## config.mk

```make
export PLATFORM = sky130hd
export DESIGN_NAME = work_stealing_task_dispatcher
export DESIGN_NICKNAME = d
export VERILOG_FILES = /design/src/hw/rtl/wstd_pkg.sv /design/src/hw/rtl/wstd_ram.sv /design/src/hw/rtl/wstd_div.sv /design/src/hw/rtl/work_stealing_task_dispatcher.sv
export SDC_FILE = /design/constraint.sdc
export NUM_CORES = 1
export LEC_CHECK = 0
export ABC_CLOCK_PERIOD_IN_PS = 20000
export BUFFER_PORTS_ARGS = -buffer_cell sky130_fd_sc_hd__buf_2
export CAP_MARGIN = 10
export CORE_ASPECT_RATIO = 1.25
export CORE_MARGIN = 2
export CORE_UTILIZATION = 40
export DETAILED_ROUTE_END_ITERATION = 7
export HOLD_SLACK_MARGIN = 0.03
export PLACE_DENSITY_LB_ADDON = 0.15
export SETUP_SLACK_MARGIN = 0.4
export SLEW_MARGIN = 20
export SYNTH_ARGS = -nofsm -noshare
export SYNTH_HDL_FRONTEND = slang
export SYNTH_HIERARCHICAL = 1
export SYNTH_SLANG_ARGS = --single-unit
```

## constraint.sdc

```tcl
create_clock -name clk_i -period 20 [get_ports clk_i]
set_input_delay 1 -clock clk_i [delete_from_list [all_inputs] [get_ports clk_i]]
set_output_delay 1 -clock clk_i [all_outputs]
set_load 0.02 [all_outputs]
```

## src/hw/rtl/wstd_pkg.sv

```systemverilog
// Shared constants for the work-stealing task dispatcher.
// Used by the top level and the partition divider; depends on nothing.
package wstd_pkg;

  localparam int unsigned WORKER_W   = 4;   // worker field of the input item
  localparam int unsigned NW_W       = 5;   // num_workers register
  localparam int unsigned TC_W       = 16;  // task_count register
  localparam int unsigned CFG_IDX_W  = 2;
  localparam int unsigned CFG_DATA_W = 16;
  localparam int unsigned IN_DATA_W  = 8;   // worker, padded to a byte

  localparam logic [CFG_IDX_W-1:0] REG_NUM_WORKERS = 2'd0;
  localparam logic [CFG_IDX_W-1:0] REG_TASK_COUNT  = 2'd1;
  localparam logic [CFG_IDX_W-1:0] REG_SERIAL_MODE = 2'd2;

  localparam logic FUNC_START   = 1'b0;
  localparam logic FUNC_REQUEST = 1'b1;

endpackage

```

## src/hw/rtl/wstd_ram.sv

```systemverilog
// Generic single-port-write, single-port-read RAM with registered read data.
// No dependencies.
module wstd_ram #(
  parameter int unsigned WIDTH = 8,
  parameter int unsigned DEPTH = 16
) (
  input  logic                                   clk_i,
  input  logic                                   we_i,
  input  logic [(DEPTH > 1 ? $clog2(DEPTH) : 1)-1:0] waddr_i,
  input  logic [WIDTH-1:0]                       wdata_i,
  input  logic [(DEPTH > 1 ? $clog2(DEPTH) : 1)-1:0] raddr_i,
  output logic [WIDTH-1:0]                       rdata_o
);

  logic [WIDTH-1:0] mem_q [DEPTH];

  always_ff @(posedge clk_i) begin
    if (we_i) begin
      mem_q[waddr_i] <= wdata_i;
    end
    rdata_o <= mem_q[raddr_i];
  end

endmodule

```

## src/hw/rtl/wstd_div.sv

```systemverilog
// Restoring divider, one quotient bit per cycle, for the range partition.
// Uses wstd_pkg for the divisor width.
module wstd_div #(
  parameter int unsigned DW = 16
) (
  input  logic                      clk_i,
  input  logic                      rst_ni,
  input  logic                      start_i,
  input  logic [DW-1:0]             dividend_i,
  input  logic [wstd_pkg::NW_W-1:0] divisor_i,
  output logic                      done_o,
  output logic [DW-1:0]             quot_o,
  output logic [wstd_pkg::NW_W-1:0] rem_o
);

  localparam int unsigned CNT_W = $clog2(DW + 1);

  logic                      run_q;
  logic                      done_q;
  logic [CNT_W-1:0]          cnt_q;
  logic [DW-1:0]             quot_q;
  logic [wstd_pkg::NW_W-1:0] rem_q;
  logic [wstd_pkg::NW_W-1:0] dvs_q;

  logic [wstd_pkg::NW_W:0]   trial;
  logic                      ge;
  logic [wstd_pkg::NW_W-1:0] rem_d;
  logic [DW-1:0]             quot_d;

  // bring down the next dividend bit and try the subtraction
  always_comb begin
    trial  = {rem_q, quot_q[DW-1]};
    ge     = trial >= {1'b0, dvs_q};
    rem_d  = ge ? wstd_pkg::NW_W'(trial - {1'b0, dvs_q}) : trial[wstd_pkg::NW_W-1:0];
    quot_d = {quot_q[DW-2:0], ge};
  end

  always_ff @(posedge clk_i or negedge rst_ni) begin
    if (!rst_ni) begin
      run_q  <= 1'b0;
      done_q <= 1'b0;
      cnt_q  <= '0;
    end else begin
      done_q <= 1'b0;
      if (start_i) begin
        run_q <= 1'b1;
        cnt_q <= '0;
      end else if (run_q) begin
        cnt_q <= cnt_q + 1'b1;
        if (cnt_q == CNT_W'(DW - 1)) begin
          run_q  <= 1'b0;
          done_q <= 1'b1;
        end
      end
    end
  end

  always_ff @(posedge clk_i) begin
    if (start_i) begin
      quot_q <= dividend_i;
      rem_q  <= '0;
      dvs_q  <= divisor_i;
    end else if (run_q) begin
      quot_q <= quot_d;
      rem_q  <= rem_d;
    end
  end

  assign done_o = done_q;
  assign quot_o = quot_q;
  assign rem_o  = rem_q;

endmodule

```

## src/hw/rtl/work_stealing_task_dispatcher.sv

```systemverilog
// Work-stealing task dispatcher: top level with handshake, control and state memories.
// Depends on wstd_pkg, wstd_ram and wstd_div.
//
// One transaction in gives one transaction out. A start (func 0) splits
// task_count tasks into contiguous ranges, one per active worker (a single
// range in serial mode), and answers with task_valid 0; the serial divider
// first works out tasks per range and the remainder, then every entry of the
// range memory is written, then the result goes to the output handshake. A
// request (func 1) reads the worker's steal pointer, then probes one range
// per cycle out of the range memory until a non-empty one is found (at most
// the number of active workers are probed). One item is in work at a time;
// the next is taken while a finished result still waits at the output
// register. After reset all ranges read as empty and each steal pointer as
// its own worker index.
module work_stealing_task_dispatcher #(
  parameter int unsigned MAX_WORKERS = 16,
  parameter int unsigned TASK_WIDTH  = 16
) (
  input  logic                                clk_i,
  input  logic                                rst_ni,
  // configuration writes
  input  logic                                cfg_we_i,
  input  logic [wstd_pkg::CFG_IDX_W-1:0]      cfg_idx_i,
  input  logic [wstd_pkg::CFG_DATA_W-1:0]     cfg_wdata_i,
  // requests
  input  logic                                s_axis_tvalid,
  output logic                                s_axis_tready,
  input  logic [wstd_pkg::IN_DATA_W-1:0]      s_axis_tdata,   // [3:0] worker, rest zero
  input  logic                                s_axis_tuser,   // [0] func
  // results
  output logic                                m_axis_tvalid,
  input  logic                                m_axis_tready,
  // [3:0] worker_echo, [TASK_WIDTH+3:4] task_index, rest zero
  output logic [((TASK_WIDTH + 4 + 7) / 8) * 8 - 1:0] m_axis_tdata,
  output logic                                m_axis_tuser    // [0] task_valid
);

  localparam int unsigned TW    = TASK_WIDTH;
  localparam int unsigned IW    = (MAX_WORKERS > 1) ? $clog2(MAX_WORKERS) : 1;
  localparam int unsigned CW    = $clog2(MAX_WORKERS + 1);
  localparam int unsigned OUT_B = ((TW + 4 + 7) / 8) * 8;

  typedef enum logic [2:0] {
    ST_IDLE,
    ST_DIV,
    ST_SWEEP,
    ST_SP_WAIT,
    ST_CHK,
    ST_RESP
  } state_e;

  state_e st_q;

  // configuration registers
  logic [wstd_pkg::NW_W-1:0] nw_q;
  logic [wstd_pkg::TC_W-1:0] tc_q;
  logic                      ser_q;

  // per-entry valid bits: an entry never written reads as its reset value
  logic [MAX_WORKERS-1:0] rng_vld_q;
  logic [MAX_WORKERS-1:0] sp_vld_q;

  // item in work
  logic [wstd_pkg::WORKER_W-1:0] wecho_q;
  logic [IW-1:0]                 wk_q;
  logic [IW-1:0]                 p_q;
  logic [CW-1:0]                 cnt_q;
  logic                          res_vld_q;
  logic [TW-1:0]                 res_idx_q;

  // partition
  logic [wstd_pkg::NW_W-1:0] part_w_q;
  logic [TW-1:0]             per_q;
  logic [wstd_pkg::NW_W-1:0] rem_q;
  logic [TW-1:0]             acc_q;
  logic [IW-1:0]             i_q;

  // output register
  logic                                m_vld_q;
  logic [wstd_pkg::WORKER_W-1:0]       m_worker_q;
  logic                                m_tv_q;
  logic [TW-1:0]                       m_idx_q;

  logic                          in_acc;
  logic                          in_func;
  logic [wstd_pkg::WORKER_W-1:0] in_worker;
  logic [CW-1:0]                 act;
  logic                          req_ok;

  logic                      div_start;
  logic                      div_done;
  logic [TW-1:0]             div_quot;
  logic [wstd_pkg::NW_W-1:0] div_rem;

  logic                 rng_we;
  logic [IW-1:0]        rng_waddr;
  logic [2*TW-1:0]      rng_wdata;
  logic [IW-1:0]        rng_raddr;
  logic [2*TW-1:0]      rng_rdata;
  logic                 sp_we;
  logic [IW-1:0]        sp_raddr;
  logic [IW-1:0]        sp_rdata;

  logic [IW-1:0]  sp_cur;
  logic [IW-1:0]  p_first;
  logic [IW-1:0]  p_nxt;
  logic [TW-1:0]  r_next;
  logic [TW-1:0]  r_end;
  logic           hit;
  logic           last_probe;
  logic           sw_in;
  logic [TW-1:0]  sw_len;
  logic [TW-1:0]  sw_acc_d;

  assign in_acc    = s_axis_tvalid && s_axis_tready;
  assign in_func   = s_axis_tuser;
  assign in_worker = s_axis_tdata[wstd_pkg::WORKER_W-1:0];

  // active worker count, clamped to 1..MAX_WORKERS
  always_comb begin
    if (nw_q == '0) begin
      act = CW'(1);
    end else if (32'(nw_q) > MAX_WORKERS) begin
      act = CW'(MAX_WORKERS);
    end else begin
      act = CW'(nw_q);
    end
  end

  assign req_ok = (32'(in_worker) < 32'(act)) && (32'(in_worker) < MAX_WORKERS) &&
                  !(ser_q && (in_worker != '0));

  // steal pointer of the requester, and where the scan begins
  always_comb begin
    sp_cur  = sp_vld_q[wk_q] ? sp_rdata : wk_q;
    p_first = (32'(sp_cur) >= 32'(act)) ? '0 : sp_cur;
    p_nxt   = (32'(p_q) + 32'd1 >= 32'(act)) ? '0 : IW'(32'(p_q) + 32'd1);
  end

  always_comb begin
    r_next     = rng_vld_q[p_q] ? rng_rdata[TW-1:0] : '0;
    r_end      = rng_vld_q[p_q] ? rng_rdata[2*TW-1:TW] : '0;
    hit        = (st_q == ST_CHK) && (r_next < r_end);
    last_probe = (32'(cnt_q) + 32'd1) >= 32'(act);
  end

  // partition sweep: first ranges take one extra task each
  always_comb begin
    sw_in    = 32'(i_q) < 32'(part_w_q);
    sw_len   = per_q + TW'(32'(i_q) < 32'(rem_q));
    sw_acc_d = acc_q + sw_len;
  end

  always_comb begin
    rng_we    = (st_q == ST_SWEEP) || hit;
    rng_waddr = (st_q == ST_SWEEP) ? i_q : p_q;
    if (st_q == ST_SWEEP) begin
      rng_wdata = sw_in ? {sw_acc_d, acc_q} : '0;
    end else begin
      rng_wdata = {r_end, r_next + TW'(1)};
    end
    // probe the next range while the current one is checked
    rng_raddr = (st_q == ST_SP_WAIT) ? p_first : p_nxt;
    sp_we     = hit;
    sp_raddr  = IW'(in_worker);
  end

  assign div_start = in_acc && (in_func == wstd_pkg::FUNC_START);

  wstd_div #(
    .DW (TW)
  ) u_div (
    .clk_i      (clk_i),
    .rst_ni     (rst_ni),
    .start_i    (div_start),
    .dividend_i (TW'(tc_q)),
    .divisor_i  (ser_q ? wstd_pkg::NW_W'(1) : wstd_pkg::NW_W'(act)),
    .done_o     (div_done),
    .quot_o     (div_quot),
    .rem_o      (div_rem)
  );

  wstd_ram #(
    .WIDTH (2 * TW),
    .DEPTH (MAX_WORKERS)
  ) u_rng_ram (
    .clk_i   (clk_i),
    .we_i    (rng_we),
    .waddr_i (rng_waddr),
    .wdata_i (rng_wdata),
    .raddr_i (rng_raddr),
    .rdata_o (rng_rdata)
  );

  wstd_ram #(
    .WIDTH (IW),
    .DEPTH (MAX_WORKERS)
  ) u_sp_ram (
    .clk_i   (clk_i),
    .we_i    (sp_we),
    .waddr_i (wk_q),
    .wdata_i (p_q),
    .raddr_i (sp_raddr),
    .rdata_o (sp_rdata)
  );

  always_ff @(posedge clk_i or negedge rst_ni) begin
    if (!rst_ni) begin
      st_q      <= ST_IDLE;
      nw_q      <= wstd_pkg::NW_W'(1);
      tc_q      <= '0;
      ser_q     <= 1'b0;
      rng_vld_q <= '0;
      sp_vld_q  <= '0;
      m_vld_q   <= 1'b0;
    end else begin
      if (cfg_we_i) begin
        case (cfg_idx_i)
          wstd_pkg::REG_NUM_WORKERS: nw_q  <= cfg_wdata_i[wstd_pkg::NW_W-1:0];
          wstd_pkg::REG_TASK_COUNT:  tc_q  <= cfg_wdata_i[wstd_pkg::TC_W-1:0];
          wstd_pkg::REG_SERIAL_MODE: ser_q <= cfg_wdata_i[0];
          default: ;
        endcase
      end

      // load a finished result, or drop the one just taken
      if ((st_q == ST_RESP) && (!m_vld_q || m_axis_tready)) begin
        m_vld_q <= 1'b1;
      end else if (m_vld_q && m_axis_tready) begin
        m_vld_q <= 1'b0;
      end

      case (st_q)
        ST_IDLE: begin
          if (in_acc) begin
            if (in_func == wstd_pkg::FUNC_START) begin
              sp_vld_q <= '0;
              st_q     <= ST_DIV;
            end else if (req_ok) begin
              st_q <= ST_SP_WAIT;
            end else begin
              st_q <= ST_RESP;
            end
          end
        end
        ST_DIV: begin
          if (div_done) begin
            st_q <= ST_SWEEP;
          end
        end
        ST_SWEEP: begin
          rng_vld_q[i_q] <= 1'b1;
          if (i_q == IW'(MAX_WORKERS - 1)) begin
            st_q <= ST_RESP;
          end
        end
        ST_SP_WAIT: begin
          st_q <= ST_CHK;
        end
        ST_CHK: begin
          if (hit) begin
            sp_vld_q[wk_q] <= 1'b1;
            st_q           <= ST_RESP;
          end else if (last_probe) begin
            st_q <= ST_RESP;
          end
        end
        ST_RESP: begin
          if (!m_vld_q || m_axis_tready) begin
            st_q <= ST_IDLE;
          end
        end
        default: st_q <= ST_IDLE;
      endcase
    end
  end

  // datapath registers, no reset needed
  always_ff @(posedge clk_i) begin
    case (st_q)
      ST_IDLE: begin
        wecho_q   <= in_worker;
        wk_q      <= IW'(in_worker);
        res_vld_q <= 1'b0;
        res_idx_q <= '0;
        part_w_q  <= ser_q ? wstd_pkg::NW_W'(1) : wstd_pkg::NW_W'(act);
      end
      ST_DIV: begin
        per_q <= div_quot;
        rem_q <= div_rem;
        acc_q <= '0;
        i_q   <= '0;
      end
      ST_SWEEP: begin
        if (sw_in) begin
          acc_q <= sw_acc_d;
        end
        i_q <= IW'(32'(i_q) + 32'd1);
      end
      ST_SP_WAIT: begin
        p_q   <= p_first;
        cnt_q <= '0;
      end
      ST_CHK: begin
        if (hit) begin
          res_vld_q <= 1'b1;
          res_idx_q <= r_next;
        end else begin
          p_q   <= p_nxt;
          cnt_q <= CW'(32'(cnt_q) + 32'd1);
        end
      end
      ST_RESP: begin
        if (!m_vld_q || m_axis_tready) begin
          m_worker_q <= wecho_q;
          m_tv_q     <= res_vld_q;
          m_idx_q    <= res_idx_q;
        end
      end
      default: ;
    endcase
  end

  assign s_axis_tready = (st_q == ST_IDLE);
  assign m_axis_tvalid = m_vld_q;
  assign m_axis_tdata  = OUT_B'({m_idx_q, m_worker_q});
  assign m_axis_tuser  = m_tv_q;

endmodule

```

==> results by group <==
Status
  – Status: finished clean

Yosys
  – Top FF cell, synth: edfxtp_1
  – Synthesized area: roughly 33000 um2
  – Post-synthesis simple-gate area fraction: between 5 and 6%
  – Gate Count Post-Synth: approximately 1800
  – Netlist cell types: 70
  – Ys Warns: 6
  – Number of enable flip-flop cells after synthesis: about 690
  – Main combinational cell family by area after synthesis: multiplexers
  – Adder-Cell Fraction of Synth Area: around 2.7%
  – Asr flop ratio synth: under 10%
  – Synthesized area per cell: around 18 um2
  – Sequential element share of the synthesized area: a little under three quarters
  – Compound-Gate Fraction of Synth Area: 5.505%
  – Yosys reg bits: 800
  – Mux cell area share after synthesis: between 10% and 20%
  – XOR/XNOR Fraction of Synth Area: less than 1%

STA
  – Min Tclk post-route: about 6.5 ns
  – RSZ-0062 raised after global routing: no
  – Final Skew: about 0.031 ns
  – Setup TNS: 0 ns
  – Max-slew violation count: 0
  – Crit share post-route: between 30 and 40%
  – Final hold vios: 0
  – Hold slack final: 0.4210 ns
  – Worst-margin pin slew: 1.065 ns
  – Worst slew margin: between 20% and 30%
  – Final setup fails: 0
  – Peak Freq: roughly 150 MHz

Critical path
  – Crit path to: u_rng_ram/mem_q[0][19]
  – Worst Path Arrival: a little under 7 ns
  – RR Startpoint: p_q[2]
  – Crit. End Element: flop
  – Worst Setup SP: p_q[2]
  – FF-to-FF path depth: 16
  – Path type of the worst setup path: reg -> reg
  – CP required: between 20 and 25 ns
  – RR Endpoint: u_rng_ram/mem_q[0][19]
  – Crit path max fanout: 47
  – CP Launch Type: flop
  – Reg2Reg Setup Slack: 13.49 ns

Route
  – Via/cell ratio: approximately 5.6
  – Initial DRT Pass Iterations: 7
  – Number of remaining DRC errors: 0
  – Final ANT Viol Nets: 0
  – Via count: 17090
  – Routed len/inst: approximately 25 um
  – Final WL: around 77000 um
  – Initial DRC Count: approximately 1400

Global route
  – Vias in the first global route: between 15000 and 20000
  – Overflow after GRT: 0
  – Overall Global Routing Usage: 18.76%
  – Pin count of the biggest net entering global routing: between 90 and 100
  – First-pass GRT wire length: approximately 110000 um
  – Antenna violations before repair: 0

Pwr
  – Lkg Pwr: approximately 0.013 uW
  – Gate power share: between 30% and 40%
  – Net Sw Frac: ~36%
  – Power share of the clock group: 22.1%
  – Internal Power: 4497 uW
  – Net Sw Power: about 2600 uW
  – Seq pwr share: between 30% and 40%
  – Largest vdd supply drop: 0.2786 mV
  – Pwr per Cell Area: about 190 nW/um2

Floorplan
  – Total die area: approximately 84000 um2
  – FP Rows: ~120
  – DIE WIDTH: between 200 and 300 um
  – # IOs: 59
  – Initial Util: 40.18%
  – Die height: roughly 320 um
  – Core area: slightly above 80000 um2

Clock network
  – CTS Buffer Depth: 3
  – Worst-path clk slew: 0.06 ns
  – Clock Tree Root: clkbuf_16
  – CTS Hold Buffers Added: 0
  – Post-CTS Setup Bufs: 0
  – H-tree levels: 3
  – Worst skew pair latency: between 0.6 and 0.7 ns
  – Clock Sinks: 800
  – CTS Buf Count: approximately 80
  – # resized after CTS: 0
  – CTS tree: done

Placed design
  – Port bufs: 50
  – Placed cell areas: roughly 34000 um2
  – GPL Wtd Cong: between 0.8 and 0.9
  – Post-DP HPWL: between 40000 and 50000 um

Job
  – Max Cap Viol: 0

Final layout
  – Layout area overhead: 13.86%
  – Layout cell share with drive strength beyond 1: 23.30%
  – Final instance area: approximately 37000 um2
  – Diode count: 0
  – Fin nets: 2019

Worst hold path
  – Hold Path Class: reg -> reg
critical path, cell delays in order, from the launching register on:
cell and delay, ns:
edfxtp_1 1.00, mux4_2 0.62, mux4_2 0.49, buf_4 0.30, nand2_1 0.20, inv_1 0.10
ha_1 0.31, a21o_1 0.16, a21o_1 0.17, a21oi_1 0.13, o21ai_0 0.13, a221o_1 0.42
or2_1 0.34, o21ai_0 0.36, or3b_2 0.61, nor3_2 0.15, buf_4 0.60
worst min-delay path by stage:
stage	startpoint	to	slack [ns]	depth (start not counted)
after global placement	res_vld_q	m_axis_tuser	0.41	0
after CTS	res_idx_q[2]	m_idx_q[2]	0.42	0
after detailed placement	res_idx_q[2]	m_idx_q[2]	0.40	0
final	res_idx_q[2]	m_idx_q[2]	0.42	0
after floorplan	res_vld_q	m_axis_tuser	0.40	0
after global routing	res_idx_q[2]	m_idx_q[2]	0.44	0
metrics by stage:
step / power, uW / setup WS (ns) / std cells / util, %
floorplan: 4608 / 12.95 / 1829 / -
global placement: 5479 / 13.48 / 2903 / 42.20
detailed placement: 5544 / 13.46 / 2907 / 42.23
CTS: 7130 / 13.42 / 3058 / 45.65
global route: 7470 / 13.11 / 3058 / 45.75
finish: 7065 / 13.49 / 3058 / 45.75
synth_stat cells (32+ instances only):
cell	instances	share of area, %
edfxtp_1	694	64
dfrtp_1	64	4.9
ha_1	65	2.5
o21ai_0	32	0.49
mux4_2	139	9.6
clkbuf_1	48	0.55
nand3_1	32	0.49
mux2_2	39	1.3
dfxtp_1	41	2.5
inv_1	36	0.41
nor2_1	80	0.92
nand2_1	112	1.3
a22oi_1	68	1.6
layer usage:
layer / vias to the layer above / track usage [%] / part of all wire, %
met3: 115 / 3.009 / 4.5
met2: 421 / 31.84 / 50
met4: 0 / 6.590 / 2.5
met1: 9050 / 24.47 / 43
met5: - / 0 / 0
li1: 7508 / - / -
state kept, by name, summed over array words and instances, names as in the netlist, 3 cells and up:
register           count
acc_q                 16
cnt_q                  5
i_q                    4
m_idx_q               16
m_worker_q             4
nw_q                   5
p_q                    4
part_w_q               5
per_q                 16
rem_q                  5
res_idx_q             16
rng_vld_q             16
sp_vld_q              16
st_q                   3
tc_q                  16
u_div/cnt_q            5
u_div/dvs_q            5
u_div/quot_o          16
u_div/rem_o            5
u_rng_ram/mem_q      512
u_rng_ram/rdata_o     32
u_sp_ram/mem_q        64
u_sp_ram/rdata_o       4
wk_q                   4
layout by cell type (no fill, tap or decap), types with 39 or more instances in the layout:
cell	synthesis	layout
mux4_2	139	139
ha_1	65	65
nand2_1	112	112
buf_2	5	52
dfxtp_1	41	41
edfxtp_1	694	694
a22oi_1	68	68
dfrtp_1	64	64
mux2_2	39	39
nor2_1	80	64
buf_4	15	41
clkbuf_16	0	83
power by group through the flow:
stage	sequential (uW)	clock, uW	combinational (uW)
CTS	2690	1610	2830
detailed placement	2720	0	2820
global placement	2720	0	2760
floorplan	2600	0	2000
finish	2690	1560	2810
global route	2720	1670	3080
area by class of cell:
| class | count | area, um2 |
|---|---|---|
| repair buffers | 94 | 588.1 |
| multi-input cells | 906 | 8985 |
| well taps | 1071 | 1340 |
| clock inverters | 40 | 518.0 |
| inverters | 36 | 135.1 |
| flip-flops and latches | 800 | 23290 |
| clock buffers | 111 | 2252 |
| fillers | 7008 | 43990 |
cell families (layout without fill, tap and decap cells):
family                     Yosys count  in the layout
and+or+nand+nor                    351            351
adders and majority gates           68             68
other                                1              4
muxes                              200            200
xor gates and xnor gates            37             37
AOI/OAI and AO/OA                  246            246
buffers and inverters              123            281
DFF                                800            800
Power figures use the tool's default switching activity.
